**src/hdl/assert_macros.svh**
```systemverilog
// ----------------------------------------------------------------------------
// Assertion macros
// Shared concurrent assertion forms, all sampled on the rising clock edge and
// disabled while the active-low reset is asserted.
// ----------------------------------------------------------------------------
`ifndef ASSERT_MACROS_SVH
`define ASSERT_MACROS_SVH

// Same-cycle implication: whenever ante holds, cons holds on the same edge.
`define ASSERT_IMPLIES(label, clk, rst_n, ante, cons) \
    label: assert property (@(posedge clk) disable iff (!rst_n) (ante) |-> (cons)) \
        else $error("assertion failed: same-cycle implication");

// Next-cycle implication: whenever ante holds, cons holds on the following edge.
`define ASSERT_NEXT(label, clk, rst_n, ante, cons) \
    label: assert property (@(posedge clk) disable iff (!rst_n) (ante) |=> (cons)) \
        else $error("assertion failed: next-cycle implication");

`endif

```
**src/hdl/rgpc_pkg.sv**
```systemverilog
// ----------------------------------------------------------------------------
// rgpc_pkg
// Widths, register indexes and reset values of the ray ground point classifier.
// ----------------------------------------------------------------------------
package rgpc_pkg;

    localparam int RADIUS_W  = 18;
    localparam int HEIGHT_W  = 16;
    localparam int TAG_W     = 17;
    localparam int SENSOR_W  = 14;
    localparam int TAN_W     = 16;
    localparam int THR_W     = 16;
    localparam int LHEIGHT_W = 17;
    localparam int CFG_IDX_W = 3;
    localparam int CFG_DATA_W = 18;

    // Register indexes of the configuration port.
    localparam logic [CFG_IDX_W-1:0] CFG_SENSOR_HEIGHT   = 3'd0;
    localparam logic [CFG_IDX_W-1:0] CFG_LOCAL_TANGENT   = 3'd1;
    localparam logic [CFG_IDX_W-1:0] CFG_GENERAL_TANGENT = 3'd2;
    localparam logic [CFG_IDX_W-1:0] CFG_MIN_HEIGHT      = 3'd3;
    localparam logic [CFG_IDX_W-1:0] CFG_DIVIDER_DIST    = 3'd4;
    localparam logic [CFG_IDX_W-1:0] CFG_RECLASS_DIST    = 3'd5;

    // Reset values of the configuration registers.
    localparam logic [SENSOR_W-1:0]   SENSOR_HEIGHT_RST   = 14'd2000;
    localparam logic [TAN_W-1:0]      LOCAL_TANGENT_RST   = 16'd358;
    localparam logic [TAN_W-1:0]      GENERAL_TANGENT_RST = 16'd215;
    localparam logic [THR_W-1:0]      MIN_HEIGHT_RST      = 16'd50;
    localparam logic [THR_W-1:0]      DIVIDER_DIST_RST    = 16'd10;
    localparam logic [RADIUS_W-1:0]   RECLASS_DIST_RST    = 18'd200;

    // The previous height starts out on the ground plane of the reset sensor height.
    localparam logic signed [LHEIGHT_W-1:0] LAST_HEIGHT_RST = -17'sd2000;

endpackage

```
**src/hdl/ray_ground_point_classifier_top.sv**
```systemverilog
// ----------------------------------------------------------------------------
// ray_ground_point_classifier_top
// Classifies the lidar points of one angular ray, sorted by radius, as ground
// or obstacle by comparing each point with the previous one and the ground plane.
// ----------------------------------------------------------------------------
//
//  Channel   Handshake                      Payload
//  -------   ----------------------------   -------------------------------------
//  input     in_valid / in_ready            radius, height, point_tag, ray_first
//  output    out_valid / out_ready          tag_out, is_ground
//  config    cfg_wr_en (no wait)            cfg_addr, cfg_wdata
//
// Each word passes an input register and then a result register before its
// result shows on the output, and one word is taken every cycle while the
// output is read.
// The rate is set by the classification stage: the stored previous point feeds
// the gap, two 16x18 multiplies and the window compares, and the verdict is written
// back in the same cycle for the next word.
// Reset clears both pipeline stages and loads the previous-point state with the
// start of a ray; configuration registers take their documented reset values.
// A stalled output holds the result register and, once the input register is
// also full, drops in_ready; no word is lost or repeated.
// ----------------------------------------------------------------------------
`include "assert_macros.svh"

module ray_ground_point_classifier_top
    import rgpc_pkg::*;
#(
    parameter int TAN_FRAC_BITS = 12
)
(
    input  logic                         clk,
    input  logic                         rst_n,

    input  logic                         in_valid,
    output logic                         in_ready,
    input  logic [RADIUS_W-1:0]          radius,
    input  logic signed [HEIGHT_W-1:0]   height,
    input  logic [TAG_W-1:0]             point_tag,
    input  logic                         ray_first,

    output logic                         out_valid,
    input  logic                         out_ready,
    output logic [TAG_W-1:0]             tag_out,
    output logic                         is_ground,

    input  logic                         cfg_wr_en,
    input  logic [CFG_IDX_W-1:0]         cfg_addr,
    input  logic [CFG_DATA_W-1:0]        cfg_wdata
);

    localparam int PROD_W = TAN_W + RADIUS_W;
    // Window arithmetic: a 17-bit signed centre plus or minus a 16-bit threshold.
    localparam int WIN_W = LHEIGHT_W + 2;
    localparam int GAP_W = RADIUS_W + 1;

    // Configuration registers.
    logic [SENSOR_W-1:0]  sensor_height_reg;
    logic [TAN_W-1:0]     local_tan_reg;
    logic [TAN_W-1:0]     general_tan_reg;
    logic [THR_W-1:0]     min_height_reg;
    logic [THR_W-1:0]     divider_dist_reg;
    logic [RADIUS_W-1:0]  reclass_dist_reg;

    // Input register.
    logic                        s1_valid_reg, s1_valid_next;
    logic [RADIUS_W-1:0]         s1_radius_reg;
    logic signed [HEIGHT_W-1:0]  s1_height_reg;
    logic [TAG_W-1:0]            s1_tag_reg;
    logic                        s1_first_reg;

    // Previous point of the current ray.
    logic [RADIUS_W-1:0]          last_radius_reg, last_radius_next;
    logic signed [LHEIGHT_W-1:0]  last_height_reg, last_height_next;
    logic                         last_ground_reg, last_ground_next;

    // Result register.
    logic               out_valid_reg, out_valid_next;
    logic [TAG_W-1:0]   out_tag_reg;
    logic               out_ground_reg;

    logic s1_advance;
    logic take;
    logic in_take;

    logic [RADIUS_W-1:0]          eff_radius;
    logic signed [LHEIGHT_W-1:0]  eff_height;
    logic                         eff_ground;
    logic signed [LHEIGHT_W-1:0]  ground_level;
    logic signed [GAP_W-1:0]      gap;
    logic                         copy_verdict;
    logic                         far_gap;
    logic [PROD_W-1:0]            local_prod;
    logic [PROD_W-1:0]            general_prod;
    logic [PROD_W-1:0]            local_scaled;
    logic [PROD_W-1:0]            general_scaled;
    logic [THR_W-1:0]             local_sat;
    logic [THR_W-1:0]             local_thr;
    logic [THR_W-1:0]             general_thr;
    logic                         near_last;
    logic                         near_plane_general;
    logic                         near_plane_local;
    logic                         verdict;

    // True when h lies within centre - thr .. centre + thr, bounds included.
    function automatic logic in_window(
        input logic signed [HEIGHT_W-1:0]  h,
        input logic signed [LHEIGHT_W-1:0] centre,
        input logic [THR_W-1:0]            thr
    );
        logic signed [WIN_W-1:0] h_w;
        logic signed [WIN_W-1:0] c_w;
        logic signed [WIN_W-1:0] t_w;
        h_w = WIN_W'(h);
        c_w = WIN_W'(centre);
        t_w = $signed({{(WIN_W-THR_W){1'b0}}, thr});
        return (h_w <= c_w + t_w) && (h_w >= c_w - t_w);
    endfunction

    // ------------------------------------------------------------------
    // Handshake. The result register moves when it is empty or being read;
    // the input register moves whenever the result register can take it.
    // ------------------------------------------------------------------
    assign s1_advance = !out_valid_reg || out_ready;
    assign take       = s1_valid_reg && s1_advance;
    assign in_ready   = !s1_valid_reg || s1_advance;
    assign in_take    = in_valid && in_ready;

    assign out_valid = out_valid_reg;
    assign tag_out   = out_tag_reg;
    assign is_ground = out_ground_reg;

    // ------------------------------------------------------------------
    // Classification. A ray start replaces the stored previous point with
    // the origin on the ground plane before the point is judged.
    // ------------------------------------------------------------------
    assign ground_level = LHEIGHT_W'(0) - $signed({{(LHEIGHT_W-SENSOR_W){1'b0}},
                                                    sensor_height_reg});
    assign eff_radius = s1_first_reg ? '0 : last_radius_reg;
    assign eff_height = s1_first_reg ? ground_level : last_height_reg;
    assign eff_ground = s1_first_reg ? 1'b0 : last_ground_reg;

    assign gap = $signed({1'b0, s1_radius_reg}) - $signed({1'b0, eff_radius});

    // An unsorted radius gives a negative gap, which also copies the verdict.
    assign copy_verdict = gap < $signed({{(GAP_W-THR_W){1'b0}}, divider_dist_reg});
    assign far_gap      = gap > $signed({1'b0, reclass_dist_reg});

    // When the gap is not copied it is non-negative and fits the radius width.
    assign local_prod     = PROD_W'(local_tan_reg) * PROD_W'(gap[RADIUS_W-1:0]);
    assign general_prod   = PROD_W'(general_tan_reg) * PROD_W'(s1_radius_reg);
    assign local_scaled   = local_prod >> TAN_FRAC_BITS;
    assign general_scaled = general_prod >> TAN_FRAC_BITS;

    // Thresholds saturate at the largest 16-bit value.
    assign local_sat   = (|local_scaled[PROD_W-1:THR_W]) ? '1 : local_scaled[THR_W-1:0];
    assign general_thr = (|general_scaled[PROD_W-1:THR_W]) ? '1
                                                           : general_scaled[THR_W-1:0];
    assign local_thr   = (local_sat < min_height_reg) ? min_height_reg : local_sat;

    assign near_last          = in_window(s1_height_reg, eff_height, local_thr);
    assign near_plane_general = in_window(s1_height_reg, ground_level, general_thr);
    assign near_plane_local   = in_window(s1_height_reg, ground_level, local_thr);

    always_comb
    begin
        if (copy_verdict)
        begin
            verdict = eff_ground;
        end
        else if (near_last)
        begin
            verdict = eff_ground || near_plane_general;
        end
        else
        begin
            // After a large gap the point may still lie on the ground plane.
            verdict = far_gap && near_plane_local;
        end
    end

    // ------------------------------------------------------------------
    // Next-state logic.
    // ------------------------------------------------------------------
    always_comb
    begin
        s1_valid_next    = s1_valid_reg;
        out_valid_next   = out_valid_reg;
        last_radius_next = last_radius_reg;
        last_height_next = last_height_reg;
        last_ground_next = last_ground_reg;

        if (in_take)
        begin
            s1_valid_next = 1'b1;
        end
        else if (take)
        begin
            s1_valid_next = 1'b0;
        end

        if (take)
        begin
            out_valid_next   = 1'b1;
            last_radius_next = s1_radius_reg;
            last_height_next = LHEIGHT_W'(s1_height_reg);
            last_ground_next = verdict;
        end
        else if (out_ready)
        begin
            out_valid_next = 1'b0;
        end
    end

    // ------------------------------------------------------------------
    // Control and state registers.
    // ------------------------------------------------------------------
    always_ff @(posedge clk or negedge rst_n)
    begin
        if (!rst_n)
        begin
            s1_valid_reg    <= 1'b0;
            out_valid_reg   <= 1'b0;
            last_radius_reg <= '0;
            last_height_reg <= LAST_HEIGHT_RST;
            last_ground_reg <= 1'b0;
        end
        else
        begin
            s1_valid_reg    <= s1_valid_next;
            out_valid_reg   <= out_valid_next;
            last_radius_reg <= last_radius_next;
            last_height_reg <= last_height_next;
            last_ground_reg <= last_ground_next;
        end
    end

    // Payload registers carry no reset.
    always_ff @(posedge clk)
    begin
        if (in_take)
        begin
            s1_radius_reg <= radius;
            s1_height_reg <= height;
            s1_tag_reg    <= point_tag;
            s1_first_reg  <= ray_first;
        end
        if (take)
        begin
            out_tag_reg    <= s1_tag_reg;
            out_ground_reg <= verdict;
        end
    end

    // ------------------------------------------------------------------
    // Configuration registers. Unknown indexes are ignored.
    // ------------------------------------------------------------------
    always_ff @(posedge clk or negedge rst_n)
    begin
        if (!rst_n)
        begin
            sensor_height_reg <= SENSOR_HEIGHT_RST;
            local_tan_reg     <= LOCAL_TANGENT_RST;
            general_tan_reg   <= GENERAL_TANGENT_RST;
            min_height_reg    <= MIN_HEIGHT_RST;
            divider_dist_reg  <= DIVIDER_DIST_RST;
            reclass_dist_reg  <= RECLASS_DIST_RST;
        end
        else if (cfg_wr_en)
        begin
            case (cfg_addr)
                CFG_SENSOR_HEIGHT:   sensor_height_reg <= cfg_wdata[SENSOR_W-1:0];
                CFG_LOCAL_TANGENT:   local_tan_reg     <= cfg_wdata[TAN_W-1:0];
                CFG_GENERAL_TANGENT: general_tan_reg   <= cfg_wdata[TAN_W-1:0];
                CFG_MIN_HEIGHT:      min_height_reg    <= cfg_wdata[THR_W-1:0];
                CFG_DIVIDER_DIST:    divider_dist_reg  <= cfg_wdata[THR_W-1:0];
                CFG_RECLASS_DIST:    reclass_dist_reg  <= cfg_wdata[RADIUS_W-1:0];
                default:             ;
            endcase
        end
    end

    // ------------------------------------------------------------------
    // Assertions.
    // ------------------------------------------------------------------
    // Input back-pressure only comes from a full pipeline behind a stalled output.
    `ASSERT_IMPLIES(a_stall_cause, clk, rst_n, !in_ready,
                    s1_valid_reg && out_valid_reg && !out_ready)
    // A classified point becomes the previous point of the next one.
    `ASSERT_NEXT(a_last_radius, clk, rst_n, take,
                 last_radius_reg == $past(s1_radius_reg) && out_valid_reg)
    // A point close behind the previous one inherits its verdict.
    `ASSERT_NEXT(a_copy_verdict, clk, rst_n, take && copy_verdict,
                 out_ground_reg == $past(eff_ground))

endmodule
```
**config.mk**
```make
export PLATFORM = sky130hd
export DESIGN_NAME = ray_ground_point_classifier_top
export DESIGN_NICKNAME = d
export VERILOG_FILES = /design/src/hdl/rgpc_pkg.sv /design/src/hdl/ray_ground_point_classifier_top.sv
export VERILOG_INCLUDE_DIRS = /design/src /design/src/hdl
export SDC_FILE = /design/constraint.sdc
export NUM_CORES = 2
export LEC_CHECK = 0
export BUFFER_PORTS_ARGS = -buffer_cell sky130_fd_sc_hd__buf_4
export CORE_ASPECT_RATIO = 1.4
export CORE_MARGIN = 2
export CORE_UTILIZATION = 35
export CTS_CLUSTER_DIAMETER = 120
export DETAILED_ROUTE_END_ITERATION = 10
export SETUP_SLACK_MARGIN = 0.2
export SLEW_MARGIN = 5
export SYNTH_ARGS = -nofsm -noshare
export SYNTH_HDL_FRONTEND = slang
export SYNTH_SLANG_ARGS = --single-unit
```
**constraint.sdc**
```tcl
create_clock -name clk -period 20.7 [get_ports clk]
set_input_delay 3.105 -clock clk [delete_from_list [all_inputs] [get_ports clk]]
set_output_delay 3.105 -clock clk [all_outputs]
set_load 0.02 [all_outputs]
```
==> reports/metrics.yaml <==
sta:
  slew_violations: 0
  slew_headroom: 0.1167
  grt_setup_unrepaired: "false"
  tightest_slew_ns: 1.315
  fmax_ghz: 0.06135
  finalCritPeriodShare: 0.7875
  min_period_ns: 16.30
  setup_viol: 0
  fin_setup_tns_ns: 0
  hold_viol_final: 0
  finClkSkew_ns: 0.01139
floorplanning:
  chipWidth_um: 271.9
  boundaryPins: 98
  core_area_sq_um: 99590
  die-area_sq_um: 103100
  start_util: 0.3532
  dieHeight_um: 379.1
  rows: 137
cells_and_area:
  syn2layout_area_growth_pct: 8.921
  drive_above_1_share: 0.1022
  nets: 4826
  final_cell_mix: "inv_1 (609), ha_1 (483), fa_1 (449)"
  mostFrequentLayoutCell: "inv_1"
min_path:
  worstHoldPathType: "flip-flop to flip-flop"
  hold_depth: 0
  whs_endpoint: "tag_out[14]$_DFFE_PP_"
  holdCritStartpoint: "s1_tag_reg[14]$_DFFE_PP_"
synth:
  syn-cell-area_sq_um: 35180
  synth_edf_count: 70
  ys_types: 81
  syn_inst: 3782
  ys.flop_type: "dfrtp_1"
  seq_area_frac_synth: 0.1555
  synth_seq_cells: 203
  avgSynthCellArea_sq_um: 9.301
  yosysWarningCount: 0
  syn_nets: 4792
  synthArstFlopShare: 0.6552
setup_path:
  rr_worst_depth: 60
  cp_slowest_cell: "fa_1"
  slowest_delay_ns: 0.55
  r2r-start: "s1_first_reg$_DFFE_PP_"
  rr_endpoint: "is_ground$_DFFE_PP_"
  cp-end-kind: "flip-flop"
  start_kind: "flip-flop"
  critPathKind: "flip-flop to flip-flop"
  path_max_fanout: 37
  required_ns: 21.10
  cpMostUsedCell: "fa_1"
  rrSetupSlack_ns: 4.40
  critPathArrivalTime_ns: 16.70
clock_tree:
  post-cts-setup-buffer-count: 0
  cts_tree: "done"
  cts_num_sinks: 203
  cts-resized-gates: 0
  cts_buffers: 25
  clk_latency_ns: 0.56
  clock_path_buffers: 3
  ctsRootBufferMaster: "clkbuf_16"
  clk_pin_slew_ns: 0.06
  htreeDepth: 1
  cts_hold_buf: 0
status:
  outcome: "finished clean"
drt:
  vias_per_cell: 5.154
  avgRoutedWirePerCell_um: 19.41
  postRouteAntennaNets: 0
  vias: 26570
  drt_pass1_iterations: 5
  wl_um: 100100
  remaining_drc_errors: 0
  drtIter0Drc: 1330
placement:
  numPortBuffers: 97
  dp_hpwl_um: 76730
  gp_congestion: 0.9039
grt:
  grt_use_total: 0.1977
  antenna_found_initial: 5
  grt_pass1_wl_um: 157900
  grt_max_degree: 74
  grt_remaining_overflow: 0
  grt_pass1_vias: 27920
job:
  drv_cap: 0
-- final cells by class --
type	instances	area [sq um]
Timing Repair Buffer	152	1145
Clock buffer	39	758.2
Multi-Input combinational cell	2825	26900
Antenna cell	1	2.502
Fill cell	9944	61280
Tap cell	1320	1652
Clock inverter	7	98.84
Sequential cell	203	5470
Inverter	609	2286
-- Yosys cell counts, types with 32 or more instances --
library cell / n / share of area
inv_1: 609 / 0.065
ha_1: 483 / 0.17
fa_1: 449 / 0.26
nand2_1: 416 / 0.044
and2_1: 263 / 0.047
a21oi_1: 142 / 0.020
mux2_2: 131 / 0.042
clkbuf_1: 129 / 0.014
xnor2_1: 118 / 0.029
dfrtp_1: 101 / 0.072
nor2_1: 97 / 0.010
o21ai_0: 96 / 0.014
edfxtp_1: 70 / 0.060
a21o_1: 68 / 0.015
nor3_1: 52 / 0.0074
nand2b_1: 49 / 0.0087
nand3_1: 48 / 0.0068
nand4_1: 42 / 0.0075
nor2b_1: 38 / 0.0068
and3_1: 37 / 0.0066
dfstp_2: 32 / 0.024
-- worst max-delay path by stage --
stage / from / to / slack [ns] / depth (start not counted)
finish: s1_first_reg$_DFFE_PP_ / is_ground$_DFFE_PP_ / 4.40 / 60
global route: s1_first_reg$_DFFE_PP_ / last_ground_reg$_DFFE_PN0P_ / 3.01 / 63
CTS: s1_first_reg$_DFFE_PP_ / is_ground$_DFFE_PP_ / 4.44 / 60
detailed placement: s1_first_reg$_DFFE_PP_ / is_ground$_DFFE_PP_ / 4.48 / 60
global placement: s1_first_reg$_DFFE_PP_ / is_ground$_DFFE_PP_ / 4.64 / 60
floorplan: s1_first_reg$_DFFE_PP_ / last_ground_reg$_DFFE_PN0P_ / 5.92 / 65
-- logic make-up after synthesis --
logic type | count (synthesis) | synth area share
multiplexers | 153 | 0.04901
XOR/XNOR | 148 | 0.03685
buffers and inverters | 754 | 0.08138
adder cells (fa/ha/maj) | 932 | 0.4273
AO/OA/AOI/OAI | 497 | 0.09341
AND/OR/NAND/NOR | 1095 | 0.1565
flip-flops | 203 | 0.1555
-- metal layers --
metal / GRT usage / routed length [um] / share of wire
met3: 0.01613 / 3948 / 0.039
met2: 0.3579 / 50030 / 0.50
met5: 0 / 18 / 0.00018
met4: 0.06355 / 3563 / 0.036
met1: 0.2476 / 42500 / 0.42
-- critical path, delay by kind of cell, from the launching register on --
family                   cells  cell delay [ns]
AO/OA/AOI/OAI               27             6.24
adder cells (fa/ha/maj)     12             4.90
buffers and inverters        8             1.46
flip-flops                   1             0.36
multiplexers                 1             0.40
AND/OR/NAND/NOR             12             2.74
-- metrics by stage --
step / util / setup WS, ns / instance area (sq um) / std cells / hold slack (ns)
2_1_floorplan: - / 5.923 / 35180 / 3782 / 0.4003
3_3_place_gp: 0.3761 / 4.637 / 37450 / 5109 / 0.4007
3_5_place_dp: 0.3761 / 4.483 / 37450 / 5109 / 0.4045
4_1_cts: 0.3847 / 4.445 / 38310 / 5155 / 0.4202
5_1_grt: 0.3847 / 3.012 / 38310 / 5155 / 0.4251
6_report: 0.3847 / 4.399 / 38310 / 5156 / 0.4167
Power is not shown: default switching activity piles up to over one toggle a cycle in this logic, so the estimate is an artifact.
